File: config.mk
export PLATFORM = sky130hd
export DESIGN_NAME = white_reference_pixel_stats_core
export DESIGN_NICKNAME = d
export VERILOG_FILES = /design/src/hdl/wrps_pkg.sv /design/src/hdl/white_reference_pixel_stats_core.sv /design/src/hdl/wrps_front.sv /design/src/hdl/wrps_queue.sv /design/src/hdl/wrps_div.sv /design/src/hdl/wrps_back.sv
export VERILOG_INCLUDE_DIRS = /design/src /design/src/hdl
export SDC_FILE = /design/constraint.sdc
export NUM_CORES = 2
export LEC_CHECK = 0
export BUFFER_PORTS_ARGS = -buffer_cell sky130_fd_sc_hd__buf_2
export CAP_MARGIN = 0
export CORE_MARGIN = 2
export CORE_UTILIZATION = 50
export DETAILED_ROUTE_END_ITERATION = 7
export PLACE_DENSITY = 0.66
export SETUP_SLACK_MARGIN = 0.1
export SYNTH_ARGS = -nofsm -noshare
export SYNTH_HDL_FRONTEND = slang
export SYNTH_HIERARCHICAL = 1
export SYNTH_SLANG_ARGS = --single-unit
File: constraint.sdc
create_clock -name clk -period 13.3 [get_ports clk]
set_input_delay 2.66 -clock clk [delete_from_list [all_inputs] [get_ports clk]]
set_output_delay 2.66 -clock clk [all_outputs]
set_load 0.02 [all_outputs]
File: src/hdl/white_reference_pixel_stats_core_assert.svh
// Assertion macros for the white reference pixel statistics core.
// Included by the top level only; it needs no package.
`ifndef WHITE_REFERENCE_PIXEL_STATS_CORE_ASSERT_SVH
`define WHITE_REFERENCE_PIXEL_STATS_CORE_ASSERT_SVH

// Same-cycle implication under an active-low reset.
`define WRPS_ASSERT_IMP(label, clk, rst_n, ante, cons, msg) \
	label: assert property (@(posedge clk) disable iff (!rst_n) (ante) |-> (cons)) \
		else $error(msg);

// Next-cycle implication under an active-low reset.
`define WRPS_ASSERT_NEXT(label, clk, rst_n, ante, cons, msg) \
	label: assert property (@(posedge clk) disable iff (!rst_n) (ante) |=> (cons)) \
		else $error(msg);

`endif

File: src/hdl/wrps_pkg.sv
// Shared types, constants and register codes of the white reference pixel statistics core.
// Used by every module of the block; depends on nothing.
package wrps_pkg;

	localparam int unsigned MAX_ROWS = 1024;
	localparam int unsigned MAX_COLS = 1024;
	localparam int unsigned HW_COUNT_CAP = 1048576;
	localparam int unsigned COUNT_LIMIT =
		(MAX_ROWS * MAX_COLS < HW_COUNT_CAP) ? MAX_ROWS * MAX_COLS : HW_COUNT_CAP;

	localparam int unsigned COUNT_W     = 21;
	localparam int unsigned CH_SUM_W    = 28;
	localparam int unsigned LUMA_SUM_W  = 38;
	localparam int unsigned LUMA_TERM_W = 18;
	localparam int unsigned MEAN_W      = 16;

	localparam int unsigned DIV_NUM_W = 38;
	localparam int unsigned DIV_DEN_W = 23;
	localparam int unsigned DIV_Q_W   = 16;
	localparam int unsigned DIV_CNT_W = $clog2(DIV_Q_W);

	localparam int unsigned QUEUE_DEPTH = 4;
	localparam int unsigned QPTR_W      = $clog2(QUEUE_DEPTH);

	localparam logic [2:0] REG_REFERENCE_ROW    = 3'd0;
	localparam logic [2:0] REG_BAND_HALF_HEIGHT = 3'd1;
	localparam logic [2:0] REG_FRAME_ROWS       = 3'd2;
	localparam logic [2:0] REG_MAX_SATURATION   = 3'd3;
	localparam logic [2:0] REG_VALUE_FLOOR      = 3'd4;
	localparam logic [2:0] REG_MIN_CHANNEL      = 3'd5;
	localparam logic [2:0] REG_MAX_SPREAD       = 3'd6;

	localparam logic [1:0] MEAN_BLUE  = 2'd0;
	localparam logic [1:0] MEAN_GREEN = 2'd1;
	localparam logic [1:0] MEAN_RED   = 2'd2;
	localparam logic [1:0] MEAN_LUMA  = 2'd3;

	typedef struct packed {
		logic [9:0]  reference_row;
		logic [9:0]  band_half_height;
		logic [10:0] frame_rows;
		logic [7:0]  max_saturation;
		logic [7:0]  value_floor;
		logic [7:0]  min_channel;
		logic [7:0]  max_spread;
	} cfg_t;

	typedef struct packed {
		logic                   white;
		logic                   last;
		logic [7:0]             blue;
		logic [7:0]             green;
		logic [7:0]             red;
		logic [LUMA_TERM_W-1:0] luma;
	} q_item_t;

	typedef struct packed {
		logic                 start;
		logic [DIV_NUM_W-1:0] num;
		logic [DIV_DEN_W-1:0] den;
	} div_req_t;

	typedef struct packed {
		logic               busy;
		logic               done;
		logic [DIV_Q_W-1:0] quotient;
	} div_rsp_t;

	typedef struct packed {
		logic              valid_res;
		logic [COUNT_W-1:0] pixel_count;
		logic [MEAN_W-1:0] mean_blue;
		logic [MEAN_W-1:0] mean_green;
		logic [MEAN_W-1:0] mean_red;
		logic [MEAN_W-1:0] luma_mean;
	} res_t;

	typedef enum logic [1:0] {
		BK_ACC,
		BK_LAUNCH,
		BK_WAIT,
		BK_EMIT
	} back_state_t;

endpackage

File: src/hdl/white_reference_pixel_stats_core.sv
// Top level of the white reference pixel statistics core: configuration registers and wiring.
// Depends on wrps_pkg, wrps_front, wrps_queue, wrps_back, wrps_div and the assertion header.
`include "white_reference_pixel_stats_core_assert.svh"

// The core takes a frame's BGR pixels in raster order, one word per push, each
// with its row index, and flags a pixel as white when its row lies in the band
// around the reference row and its saturation, value, smallest channel and
// channel spread pass the configured limits. White pixels add to per-channel
// sums, a Q10 luma sum and a count. The pixel marked frame_end is counted like
// any other, and then one result word comes out: whether any white pixel was
// seen, the count, and the Q8.8 rounded means of blue, green, red and luma.
// Pixels are taken at one per clock while the frame streams; full rises only
// when the four-entry queue between the classifier and the accumulator fills.
// After a frame-end pixel leaves the queue the accumulator works out the four
// means, which run one after another through a single serial divider at one
// quotient bit per clock, each quotient then latched into its mean register;
// incoming pixels meanwhile wait in the queue.
// The result sits in an output register until popped, so the next frame can
// stream in while it waits; a second frame end stalls only if the earlier
// result has not yet been taken. Registers are written through the cfg port,
// which is always ready, and should only be changed while no frame is in
// flight. Indices beyond the register list are ignored.
module white_reference_pixel_stats_core (
	input  logic        clk,
	input  logic        arst_n,
	input  logic        push,
	output logic        full,
	input  logic [7:0]  blue,
	input  logic [7:0]  green,
	input  logic [7:0]  red,
	input  logic [9:0]  row,
	input  logic        frame_end,
	input  logic        pop,
	output logic        empty,
	output logic        valid_res,
	output logic [20:0] pixel_count,
	output logic [15:0] mean_blue,
	output logic [15:0] mean_green,
	output logic [15:0] mean_red,
	output logic [15:0] luma_mean,
	input  logic        cfg_valid,
	output logic        cfg_ready,
	input  logic [2:0]  cfg_index,
	input  logic [10:0] cfg_data
);
	import wrps_pkg::*;

	cfg_t     cfg_q;
	q_item_t  front_item;
	q_item_t  q_item;
	logic     q_full;
	logic     q_empty;
	logic     q_push;
	logic     q_pop;
	div_req_t div_req;
	div_rsp_t div_rsp;
	res_t     res;
	logic     res_blank;

	// The registers take a write whenever one is offered, so the port never stalls.
	assign cfg_ready = 1'b1;

	always_ff @(posedge clk or negedge arst_n) begin
		if (!arst_n) begin
			cfg_q.reference_row    <= 10'd0;
			cfg_q.band_half_height <= 10'd0;
			cfg_q.frame_rows       <= 11'd480;
			cfg_q.max_saturation   <= 8'd255;
			cfg_q.value_floor      <= 8'd0;
			cfg_q.min_channel      <= 8'd0;
			cfg_q.max_spread       <= 8'd255;
		end else if (cfg_valid && cfg_ready) begin
			case (cfg_index)
				REG_REFERENCE_ROW:    cfg_q.reference_row    <= cfg_data[9:0];
				REG_BAND_HALF_HEIGHT: cfg_q.band_half_height <= cfg_data[9:0];
				REG_FRAME_ROWS:       cfg_q.frame_rows       <= cfg_data;
				REG_MAX_SATURATION:   cfg_q.max_saturation   <= cfg_data[7:0];
				REG_VALUE_FLOOR:      cfg_q.value_floor      <= cfg_data[7:0];
				REG_MIN_CHANNEL:      cfg_q.min_channel      <= cfg_data[7:0];
				REG_MAX_SPREAD:       cfg_q.max_spread       <= cfg_data[7:0];
				default: ;
			endcase
		end
	end

	// The classifier works on the pixel as it is pushed; the queue stores
	// the verdict together with the channel values and the luma term.
	wrps_front u_front (
		.cfg       (cfg_q),
		.blue      (blue),
		.green     (green),
		.red       (red),
		.row       (row),
		.frame_end (frame_end),
		.item      (front_item)
	);

	assign full   = q_full;
	assign q_push = push && !q_full;

	wrps_queue u_queue (
		.clk     (clk),
		.arst_n  (arst_n),
		.wr_en   (q_push),
		.wr_item (front_item),
		.full    (q_full),
		.rd_en   (q_pop),
		.rd_item (q_item),
		.empty   (q_empty)
	);

	wrps_back u_back (
		.clk       (clk),
		.arst_n    (arst_n),
		.q_empty   (q_empty),
		.q_item    (q_item),
		.q_pop     (q_pop),
		.div_req   (div_req),
		.div_rsp   (div_rsp),
		.res       (res),
		.res_empty (empty),
		.res_pop   (pop)
	);

	wrps_div u_div (
		.clk    (clk),
		.arst_n (arst_n),
		.req    (div_req),
		.rsp    (div_rsp)
	);

	assign valid_res   = res.valid_res;
	assign pixel_count = res.pixel_count;
	assign mean_blue   = res.mean_blue;
	assign mean_green  = res.mean_green;
	assign mean_red    = res.mean_red;
	assign luma_mean   = res.luma_mean;

	// A result word with no statistics in it: flag and all four means clear.
	assign res_blank = !valid_res && mean_blue == '0 && mean_green == '0 &&
		mean_red == '0 && luma_mean == '0;

	// The back part must never start a division while the divider is still running.
	`WRPS_ASSERT_IMP(a_div_start_idle, clk, arst_n, div_req.start, !div_rsp.busy, "divider started while busy")
	// A started division keeps the divider busy in the following cycle.
	`WRPS_ASSERT_NEXT(a_div_runs, clk, arst_n, div_req.start, div_rsp.busy && !div_rsp.done, "divider did not start")
	// The accumulator only takes entries that the queue actually holds.
	`WRPS_ASSERT_IMP(a_pop_nonempty, clk, arst_n, q_pop, !q_empty, "queue popped while empty")
	// A frame without white pixels reports no statistics.
	`WRPS_ASSERT_IMP(a_empty_frame, clk, arst_n, !empty && pixel_count == '0, res_blank, "nonzero result for a frame without white pixels")

endmodule

File: src/hdl/wrps_front.sv
// Front part: classifies one pixel as white or not and forms its queue entry.
// Depends on wrps_pkg.
module wrps_front (
	input  wrps_pkg::cfg_t    cfg,
	input  logic [7:0]        blue,
	input  logic [7:0]        green,
	input  logic [7:0]        red,
	input  logic [9:0]        row,
	input  logic              frame_end,
	output wrps_pkg::q_item_t item
);
	import wrps_pkg::*;

	logic [7:0]  mx;
	logic [7:0]  mn;
	logic [7:0]  spread;
	logic [15:0] sat_lhs;
	logic [16:0] sat_rhs;
	logic        sat_ok;
	logic [10:0] rows_eff;
	logic [10:0] last_row;
	logic [10:0] centre;
	logic [10:0] band_lo;
	logic [11:0] hi_sum;
	logic [10:0] band_hi;
	logic        band_ok;

	always_comb begin
		mx = blue;
		mn = blue;
		if (green > mx) mx = green;
		if (red > mx) mx = red;
		if (green < mn) mn = green;
		if (red < mn) mn = red;
		spread = mx - mn;

		// Rounded saturation <= limit is the same as 255*spread + max/2 < (limit+1)*max.
		sat_lhs = {spread, 8'h00} - {8'h00, spread} + {9'b0, mx[7:1]};
		sat_rhs = 17'({1'b0, cfg.max_saturation} + 9'd1) * 17'(mx);
		sat_ok  = (mx == 8'd0) || ({1'b0, sat_lhs} < sat_rhs);

		if (32'(cfg.frame_rows) > MAX_ROWS) begin
			rows_eff = 11'(MAX_ROWS);
		end else begin
			rows_eff = cfg.frame_rows;
		end
		last_row = rows_eff - 11'd1;
		centre   = ({1'b0, cfg.reference_row} < last_row) ? {1'b0, cfg.reference_row} : last_row;
		band_lo  = (centre > {1'b0, cfg.band_half_height}) ?
			centre - {1'b0, cfg.band_half_height} : 11'd0;
		hi_sum   = {1'b0, centre} + {2'b0, cfg.band_half_height};
		band_hi  = (hi_sum > {1'b0, last_row}) ? last_row : hi_sum[10:0];
		band_ok  = (rows_eff != 11'd0) && ({1'b0, row} >= band_lo) && ({1'b0, row} <= band_hi);

		item.white = band_ok && sat_ok && (mx >= cfg.value_floor) &&
			(mn >= cfg.min_channel) && (spread <= cfg.max_spread);
		item.last  = frame_end;
		item.blue  = blue;
		item.green = green;
		item.red   = red;
		item.luma  = LUMA_TERM_W'(red) * LUMA_TERM_W'(306) +
			LUMA_TERM_W'(green) * LUMA_TERM_W'(601) +
			LUMA_TERM_W'(blue) * LUMA_TERM_W'(117);
	end

endmodule

File: src/hdl/wrps_queue.sv
// Short queue of classified pixels between the front and the back part.
// Depends on wrps_pkg.
module wrps_queue (
	input  logic              clk,
	input  logic              arst_n,
	input  logic              wr_en,
	input  wrps_pkg::q_item_t wr_item,
	output logic              full,
	input  logic              rd_en,
	output wrps_pkg::q_item_t rd_item,
	output logic              empty
);
	import wrps_pkg::*;

	q_item_t           slot_q [QUEUE_DEPTH];
	logic [QPTR_W-1:0] wr_ptr_q;
	logic [QPTR_W-1:0] rd_ptr_q;
	logic [QPTR_W:0]   fill_q;

	assign full    = (fill_q == (QPTR_W+1)'(QUEUE_DEPTH));
	assign empty   = (fill_q == '0);
	assign rd_item = slot_q[rd_ptr_q];

	always_ff @(posedge clk) begin
		if (wr_en) begin
			slot_q[wr_ptr_q] <= wr_item;
		end
	end

	always_ff @(posedge clk or negedge arst_n) begin
		if (!arst_n) begin
			wr_ptr_q <= '0;
			rd_ptr_q <= '0;
			fill_q   <= '0;
		end else begin
			if (wr_en) begin
				wr_ptr_q <= (wr_ptr_q == QPTR_W'(QUEUE_DEPTH - 1)) ? '0 : wr_ptr_q + 1'b1;
			end
			if (rd_en) begin
				rd_ptr_q <= (rd_ptr_q == QPTR_W'(QUEUE_DEPTH - 1)) ? '0 : rd_ptr_q + 1'b1;
			end
			if (wr_en && !rd_en) begin
				fill_q <= fill_q + 1'b1;
			end else if (rd_en && !wr_en) begin
				fill_q <= fill_q - 1'b1;
			end
		end
	end

endmodule

File: src/hdl/wrps_div.sv
// Serial restoring divider, one quotient bit per cycle, shared by the four means.
// Depends on wrps_pkg.
module wrps_div (
	input  logic               clk,
	input  logic               arst_n,
	input  wrps_pkg::div_req_t req,
	output wrps_pkg::div_rsp_t rsp
);
	import wrps_pkg::*;

	logic                 busy_q;
	logic                 done_q;
	logic [DIV_CNT_W-1:0] step_q;
	logic [DIV_DEN_W-1:0] rem_q;
	logic [DIV_DEN_W-1:0] den_q;
	logic [DIV_Q_W-1:0]   shf_q;
	logic [DIV_DEN_W:0]   trial;
	logic [DIV_DEN_W:0]   diff;
	logic                 ge;

	// The caller guarantees that the quotient fits, so the upper numerator
	// bits start below the divisor and the remainder stays narrow.
	always_comb begin
		trial = {rem_q, shf_q[DIV_Q_W-1]};
		ge    = (trial >= {1'b0, den_q});
		diff  = trial - {1'b0, den_q};
	end

	assign rsp.busy     = busy_q;
	assign rsp.done     = done_q;
	assign rsp.quotient = shf_q;

	always_ff @(posedge clk) begin
		if (req.start && !busy_q) begin
			rem_q <= DIV_DEN_W'(req.num[DIV_NUM_W-1:DIV_Q_W]);
			shf_q <= req.num[DIV_Q_W-1:0];
			den_q <= req.den;
		end else if (busy_q) begin
			rem_q <= ge ? diff[DIV_DEN_W-1:0] : trial[DIV_DEN_W-1:0];
			shf_q <= {shf_q[DIV_Q_W-2:0], ge};
		end
	end

	always_ff @(posedge clk or negedge arst_n) begin
		if (!arst_n) begin
			busy_q <= 1'b0;
			done_q <= 1'b0;
			step_q <= '0;
		end else begin
			done_q <= 1'b0;
			if (req.start && !busy_q) begin
				busy_q <= 1'b1;
				step_q <= '0;
			end else if (busy_q) begin
				step_q <= step_q + 1'b1;
				if (step_q == DIV_CNT_W'(DIV_Q_W - 1)) begin
					busy_q <= 1'b0;
					done_q <= 1'b1;
				end
			end
		end
	end

endmodule

File: src/hdl/wrps_back.sv
// Back part: accumulates white pixels, sequences the mean divisions and holds the result.
// Depends on wrps_pkg; drives the shared divider wrps_div.
module wrps_back (
	input  logic               clk,
	input  logic               arst_n,
	input  logic               q_empty,
	input  wrps_pkg::q_item_t  q_item,
	output logic               q_pop,
	output wrps_pkg::div_req_t div_req,
	input  wrps_pkg::div_rsp_t div_rsp,
	output wrps_pkg::res_t     res,
	output logic               res_empty,
	input  logic               res_pop
);
	import wrps_pkg::*;

	back_state_t             state_q;
	back_state_t             state_d;
	logic [CH_SUM_W-1:0]     blue_sum_q;
	logic [CH_SUM_W-1:0]     green_sum_q;
	logic [CH_SUM_W-1:0]     red_sum_q;
	logic [LUMA_SUM_W-1:0]   luma_sum_q;
	logic [COUNT_W-1:0]      count_q;
	logic [1:0]              idx_q;
	logic [MEAN_W-1:0]       mean_q [4];
	logic                    res_valid_q;
	res_t                    res_q;
	logic                    acc_add;
	logic                    acc_clr;
	logic                    store_mean;
	logic                    load_res;
	logic                    div_start;
	logic [CH_SUM_W-1:0]     sel_sum;
	logic                    has_white;

	assign has_white = (count_q != '0);

	always_comb begin
		case (idx_q)
			MEAN_BLUE:  sel_sum = blue_sum_q;
			MEAN_GREEN: sel_sum = green_sum_q;
			MEAN_RED:   sel_sum = red_sum_q;
			default:    sel_sum = blue_sum_q;
		endcase
		div_req.start = div_start;
		// Channels divide sum*256 by the count, luma divides its sum by four times the count.
		// Half the divisor is added first for round-half-up.
		if (idx_q == MEAN_LUMA) begin
			div_req.num = luma_sum_q + DIV_NUM_W'({count_q, 1'b0});
			div_req.den = DIV_DEN_W'({count_q, 2'b00});
		end else begin
			div_req.num = DIV_NUM_W'({sel_sum, 8'h00}) + DIV_NUM_W'(count_q[COUNT_W-1:1]);
			div_req.den = DIV_DEN_W'(count_q);
		end
	end

	always_comb begin
		state_d    = state_q;
		q_pop      = 1'b0;
		acc_add    = 1'b0;
		acc_clr    = 1'b0;
		store_mean = 1'b0;
		load_res   = 1'b0;
		div_start  = 1'b0;
		case (state_q)
			BK_ACC: begin
				if (!q_empty) begin
					q_pop   = 1'b1;
					acc_add = q_item.white && (count_q < COUNT_W'(COUNT_LIMIT));
					if (q_item.last) begin
						state_d = BK_LAUNCH;
					end
				end
			end
			BK_LAUNCH: begin
				div_start = 1'b1;
				state_d   = BK_WAIT;
			end
			BK_WAIT: begin
				if (div_rsp.done) begin
					store_mean = 1'b1;
					state_d    = (idx_q == MEAN_LUMA) ? BK_EMIT : BK_LAUNCH;
				end
			end
			BK_EMIT: begin
				if (!res_valid_q || res_pop) begin
					load_res = 1'b1;
					acc_clr  = 1'b1;
					state_d  = BK_ACC;
				end
			end
			default: state_d = BK_ACC;
		endcase
	end

	always_ff @(posedge clk or negedge arst_n) begin
		if (!arst_n) begin
			state_q <= BK_ACC;
		end else begin
			state_q <= state_d;
		end
	end

	always_ff @(posedge clk or negedge arst_n) begin
		if (!arst_n) begin
			blue_sum_q  <= '0;
			green_sum_q <= '0;
			red_sum_q   <= '0;
			luma_sum_q  <= '0;
			count_q     <= '0;
			idx_q       <= MEAN_BLUE;
			res_valid_q <= 1'b0;
		end else begin
			if (acc_clr) begin
				blue_sum_q  <= '0;
				green_sum_q <= '0;
				red_sum_q   <= '0;
				luma_sum_q  <= '0;
				count_q     <= '0;
			end else if (acc_add) begin
				blue_sum_q  <= blue_sum_q + CH_SUM_W'(q_item.blue);
				green_sum_q <= green_sum_q + CH_SUM_W'(q_item.green);
				red_sum_q   <= red_sum_q + CH_SUM_W'(q_item.red);
				luma_sum_q  <= luma_sum_q + LUMA_SUM_W'(q_item.luma);
				count_q     <= count_q + 1'b1;
			end
			if (store_mean) begin
				idx_q <= idx_q + 1'b1;
			end
			if (load_res) begin
				res_valid_q <= 1'b1;
			end else if (res_pop) begin
				res_valid_q <= 1'b0;
			end
		end
	end

	always_ff @(posedge clk) begin
		if (store_mean) begin
			mean_q[idx_q] <= div_rsp.quotient;
		end
		if (load_res) begin
			res_q.valid_res   <= has_white;
			res_q.pixel_count <= count_q;
			res_q.mean_blue   <= has_white ? mean_q[MEAN_BLUE] : '0;
			res_q.mean_green  <= has_white ? mean_q[MEAN_GREEN] : '0;
			res_q.mean_red    <= has_white ? mean_q[MEAN_RED] : '0;
			res_q.luma_mean   <= has_white ? mean_q[MEAN_LUMA] : '0;
		end
	end

	assign res       = res_q;
	assign res_empty = !res_valid_q;

endmodule

### Word level (Yosys, flattened, before mapping)

Memories as Yosys holds them, arrays and structs flattened. A register that Yosys moved wholly into a read port is not among the register bits.
Index checks and enable logic that the tools add are counted.

| word-level totals | value |
|---|---|
| register bits after elaboration | 308 |
| bits in writable memories | 240 |
| bits of input ports | 54 |
| output and inout bits | 89 |
| logic and storage cells | 192 |
| memories kept | 2 |

Memories:

| memory | words | width | read ports | clocked after Yosys merged registers in | wr ports | line | text |
|---|---|---|---|---|---|---|---|
| u_queue.slot_q | 4 | 44 | 1 | 0 | 1 | wrps_queue.sv:15 | `q_item_t slot_q [QUEUE_DEPTH];` |
| u_back.mean_q | 4 | 16 | 4 | 4 | 1 | wrps_back.sv:25 | `logic [MEAN_W-1:0] mean_q [4];` |

| operators by class | value |
|---|---|
| add/sub/neg operators | 23 |
| multiply operators | 4 |
| order comparisons | 16 |
| equality and inequality tests | 20 |
| muxes and demuxes | 58 |
| reductions and logical operators | 40 |

Operators with widths:

| operator | count |
|---|---|
| 2-to-1 mux 28 bit | 6 |
| adder 28 x 8 -> 28 bit | 3 |
| 2-to-1 mux 38 bit | 2 |
| 2-to-1 mux 61 bit | 1 |
| case mux 28 bit (2 select lines) | 1 |
| 2-to-1 mux 11 bit | 4 |
| 2-to-1 mux 22 bit | 2 |
| 2-to-1 mux 21 bit | 2 |
| adder 38 x 18 -> 38 bit | 1 |
| adder 38 x 22 -> 38 bit | 1 |
| adder 36 x 20 -> 37 bit | 1 |
| 2-to-1 mux 16 bit | 2 |
| 2-to-1 mux 8 bit | 4 |
| >= comparator 24 x 23 -> 1 bit | 1 |
| 2-to-1 mux 23 bit | 1 |
| subtractor 23 bit | 1 |
| adder 21 x 1 -> 21 bit (second input constant) | 1 |
| < comparator 21 bit (second input constant) | 1 |
| 2-to-1 mux 1 bit | 21 |
| nonzero test 21 bit | 1 |
| adder 17 x 18 -> 18 bit | 1 |
| adder 18 x 15 -> 18 bit | 1 |
| multiplier 8 x 10 -> 18 bit (second input constant) | 1 |
| < comparator 16 x 17 -> 1 bit | 1 |
| other kinds (46) | 100 |

### Longest topological paths before layout

| logic depth | value |
|---|---|
| depth in word-level cells | 14 |
| mapped depth | 46 |
| gate-level depth less buffers | 42 |

### Hierarchy

The synthesis kept the hierarchy.

Modules (own cells, without submodules):

| module | instances | cells each | area each (µm²) | seq. area each (µm²) |
|---|---|---|---|---|
| wrps_back | 1 | 1635 | 16575.9 | 8207.9 |
| wrps_front | 1 | 1475 | 11805.1 | 0.0 |
| wrps_queue | 1 | 267 | 6827.8 | 5460.2 |
| wrps_div | 1 | 456 | 4418.0 | 2001.9 |
| white_reference_pixel_stats_core | 1 | 141 | 2466.1 | 1601.5 |

### Worst setup path before layout

OpenSTA, ideal clock, no wires.

| path | value |
|---|---|
| path type | in2reg |
| start | input port blue[1] |
| end | memory u_queue/slot_q[0][43] (netlist bit) (data pin) |
| setup time | 0.179 ns |
| arrival | 10.542 ns |
| required time | 13.121 ns |
| slack | 2.579 ns |
| cell stages on the path | 40 |
| path buffers | 3 |
| path through | inv_1 > ha_1 > nor2b_1 > o211a_1 > o21ba_2 > buf_2 > o21ai_0 > mux2i_1 > ha_1 > nor2b_1 > o2111ai_1 > a21o_1 > or2_0 > buf_2 > a21o_1 > clkbuf_1 > inv_1 > nand2b_1 > [4 not listed] > inv_1 > fa_1 > inv_1 > ha_1 > nor3_1 > nor2_1 > o41ai_1 > o21ai_0 > o21ai_0 > nand2b_1 > a21oi_1 > xor2_1 > ha_1 > a2111oi_0 > o211ai_1 > a31oi_1 > o31ai_1 > a21oi_1 |

RTL lines:

| what | line | text |
|---|---|---|
| start: declaration | white_reference_pixel_stats_core.sv:28 | `input logic [7:0] blue,` |
| end: declaration | wrps_queue.sv:15 |  |

==> impl_results.md <==
- Buf/Inv on CP: 6
- CTS Buffer Depth: 3
- Crit path max-delay family: compound AO/OA/AOI/OAI gates
- Pin count of the biggest net entering global routing: 85
- WL per Instance: 18.8 µm
- RSZ-0062 raised after global routing: no
- Final worst path period need: 11850 ps
- # rows: 106
- Fillcell total: 7349
- CP Capture Type: flop
- Die Area: 86500 µm²
- CP peak stage delay: 550 ps
- Drc violations: 0
- Total congestion overflow: 0
- Setup tns final: 0 ps
- Hold Fails Final Rpt: 0
- CP required: 13680 ps
- Cell repeated most along the worst path: inv_1
- Outcome: completed
- Post-route cell area: 45700 µm²
- Global-route wire length before repair: 155000 µm
- Initial antenna violation count: 1
- Via density: 5.65
- Height of the die: 294 µm
- Final setup viols: 0
- Synth Area per Inst: 10.6 µm²
- Clk slew on worst S/H paths: 60 ps
- First drt pass iteration count: 5
- Worst-path fanout max: 11
- IO Pins: 143
- Core area: 83600 µm²
- Number of max-cap violations: 0
- CTS tree: yes
- Setup ws final: 1450 ps
- Syn Inst Count: 3973
- Area grow syn2layout: 8.69%
- Pre-CTS setup slack: 1030 ps
- PortBufs: 141
- Syn_nets: 4549
- CTS Sinks: 612
- Cell area after synthesis: 42100 µm²
- GPL Wtd Cong: 0.911
- Die X: 294 µm
- Vias: 29.4k
- Post-CTS Setup Repair Bufs: 0
- DR iter-0 viols: 1865
- Period utilization: 89.1%
- Min-delay worst type: reg2reg
- Cts bufs inserted: 67
- Max-slew headroom: 22.0%
- Share of cells above drive strength 1: 11.7%
- Worst Skew: 18.6 ps
- Antenna-violating nets left: 0
- Tot GR Track Use: 22.6%
- Max Slew Vio Count: 0
- Worst Max-Slew Pin Slew: 1170 ps
- Crit path launch type: input pin
- Initial Utilization: 50.4%
- Max Clk Rate: 0.0844 GHz
- Resized Gates After CTS: 0
- Hold_buf cts: 0
- Syn. warnings: 6
- Vias in the first global route: 28.5k
- Dpl hpwl: 71200 µm
- Crit path DAT: 12240 ps
- Insertion delay to the later sink of the worst-skew pair: 620 ps
- Placed Area: 43500 µm²
- Worst path slowest cell: fa_1
- WS Path Type: in2reg
- Hold Slack: 488 ps
- CTS Root Cell: clkbuf_16
- Post-Route WL: 97600 µm
- Nets: 4631
- H-tree Lvls: 3
## state kept, by name, summed over array words and instances (netlist names), 28 cells and up
register,cells
u_back/red_sum_q,28
u_back/green_sum_q,28
u_queue/slot_q,176
u_back/blue_sum_q,28
cfg_q,63
u_back/mean_q,64
u_back/luma_sum_q,38
u_back/res,86
## layout by cell type, fill, tap and decap left out, types with 11 or more instances in the layout
| master | count |
|---|---|
| a211oi_1 | 24 |
| a21o_1 | 52 |
| a21oi_1 | 201 |
| a22oi_1 | 24 |
| a31oi_1 | 30 |
| and2_1 | 19 |
| and3_1 | 43 |
| and4_1 | 15 |
| buf_2 | 140 |
| buf_4 | 28 |
| clkbuf_1 | 21 |
| clkbuf_16 | 68 |
| dfrtp_1 | 202 |
| dfstp_2 | 20 |
| edfxtp_1 | 387 |
| fa_1 | 126 |
| ha_1 | 394 |
| inv_1 | 387 |
| mux2_2 | 84 |
| mux2i_1 | 37 |
| mux4_2 | 38 |
| nand2_1 | 270 |
| nand2b_1 | 54 |
| nand3_1 | 123 |
| nand4_1 | 36 |
| nor2_1 | 335 |
| nor2b_1 | 97 |
| nor3_1 | 63 |
| nor4_1 | 23 |
| o211ai_1 | 21 |
| o21a_1 | 13 |
| o21ai_0 | 156 |
| o21bai_1 | 24 |
| o31ai_1 | 20 |
| or2_2 | 14 |
| or3_1 | 11 |
| xnor2_1 | 152 |
| xor2_1 | 117 |
## cell type report
class                      count  area (µm²)  area share [%]
sequential                   612       17300            37.8
clock inverter                31         418           0.914
inverter                     390        1470            3.22
multi-input combinational   2815       22500            49.1
antenna                        2        5.00          0.0109
tap                         1080        1350            2.95
timing repair buffer         169         926            2.02
clock buffer                  92        1820            3.98
## path summary, 6_finish.rpt
kind	startpoint	to	slack (ps)	cells after the start
max	blue[5]	u_queue/slot_q[3][43]$_DFFE_PP_	1450	36
min	u_queue/fill_q[2]$_DFFE_PN0P_	u_queue/fill_q[2]$_DFFE_PN0P_	490	1
max reg2reg	cfg_q[34]$_DFFE_PN0P_	u_queue/slot_q[0][43]$_DFFE_PP_	4300	39
min reg2reg	u_queue/fill_q[2]$_DFFE_PN0P_	u_queue/fill_q[2]$_DFFE_PN0P_	490	1
max in group asynchronous	arst_n	cfg_q[32]$_DFFE_PN0P_	9710	2
min in group asynchronous	arst_n	u_queue/wr_ptr_q[0]$_DFFE_PN0P_	2020	1
## through the flow
stage / cells / util (%)
after global routing: 5189 / 54.7
after global placement: 5066 / 52.1
after detailed placement: 5066 / 52.1
after floorplan: 3973 / -
after CTS: 5189 / 54.7
final: 5191 / 54.7
## per-layer routing
layer | wire [µm] | part of all wire, % | global-route usage [%]
met1 | 44000 | 45 | 31.3
met2 | 46700 | 48 | 37.5
met3 | 4760 | 4.9 | 2.59
met4 | 2190 | 2.2 | 6.43
met5 | 0 | 0 | 0
Power is not shown: default switching activity piles up to over one toggle a cycle in this logic, so the estimate is an artifact.
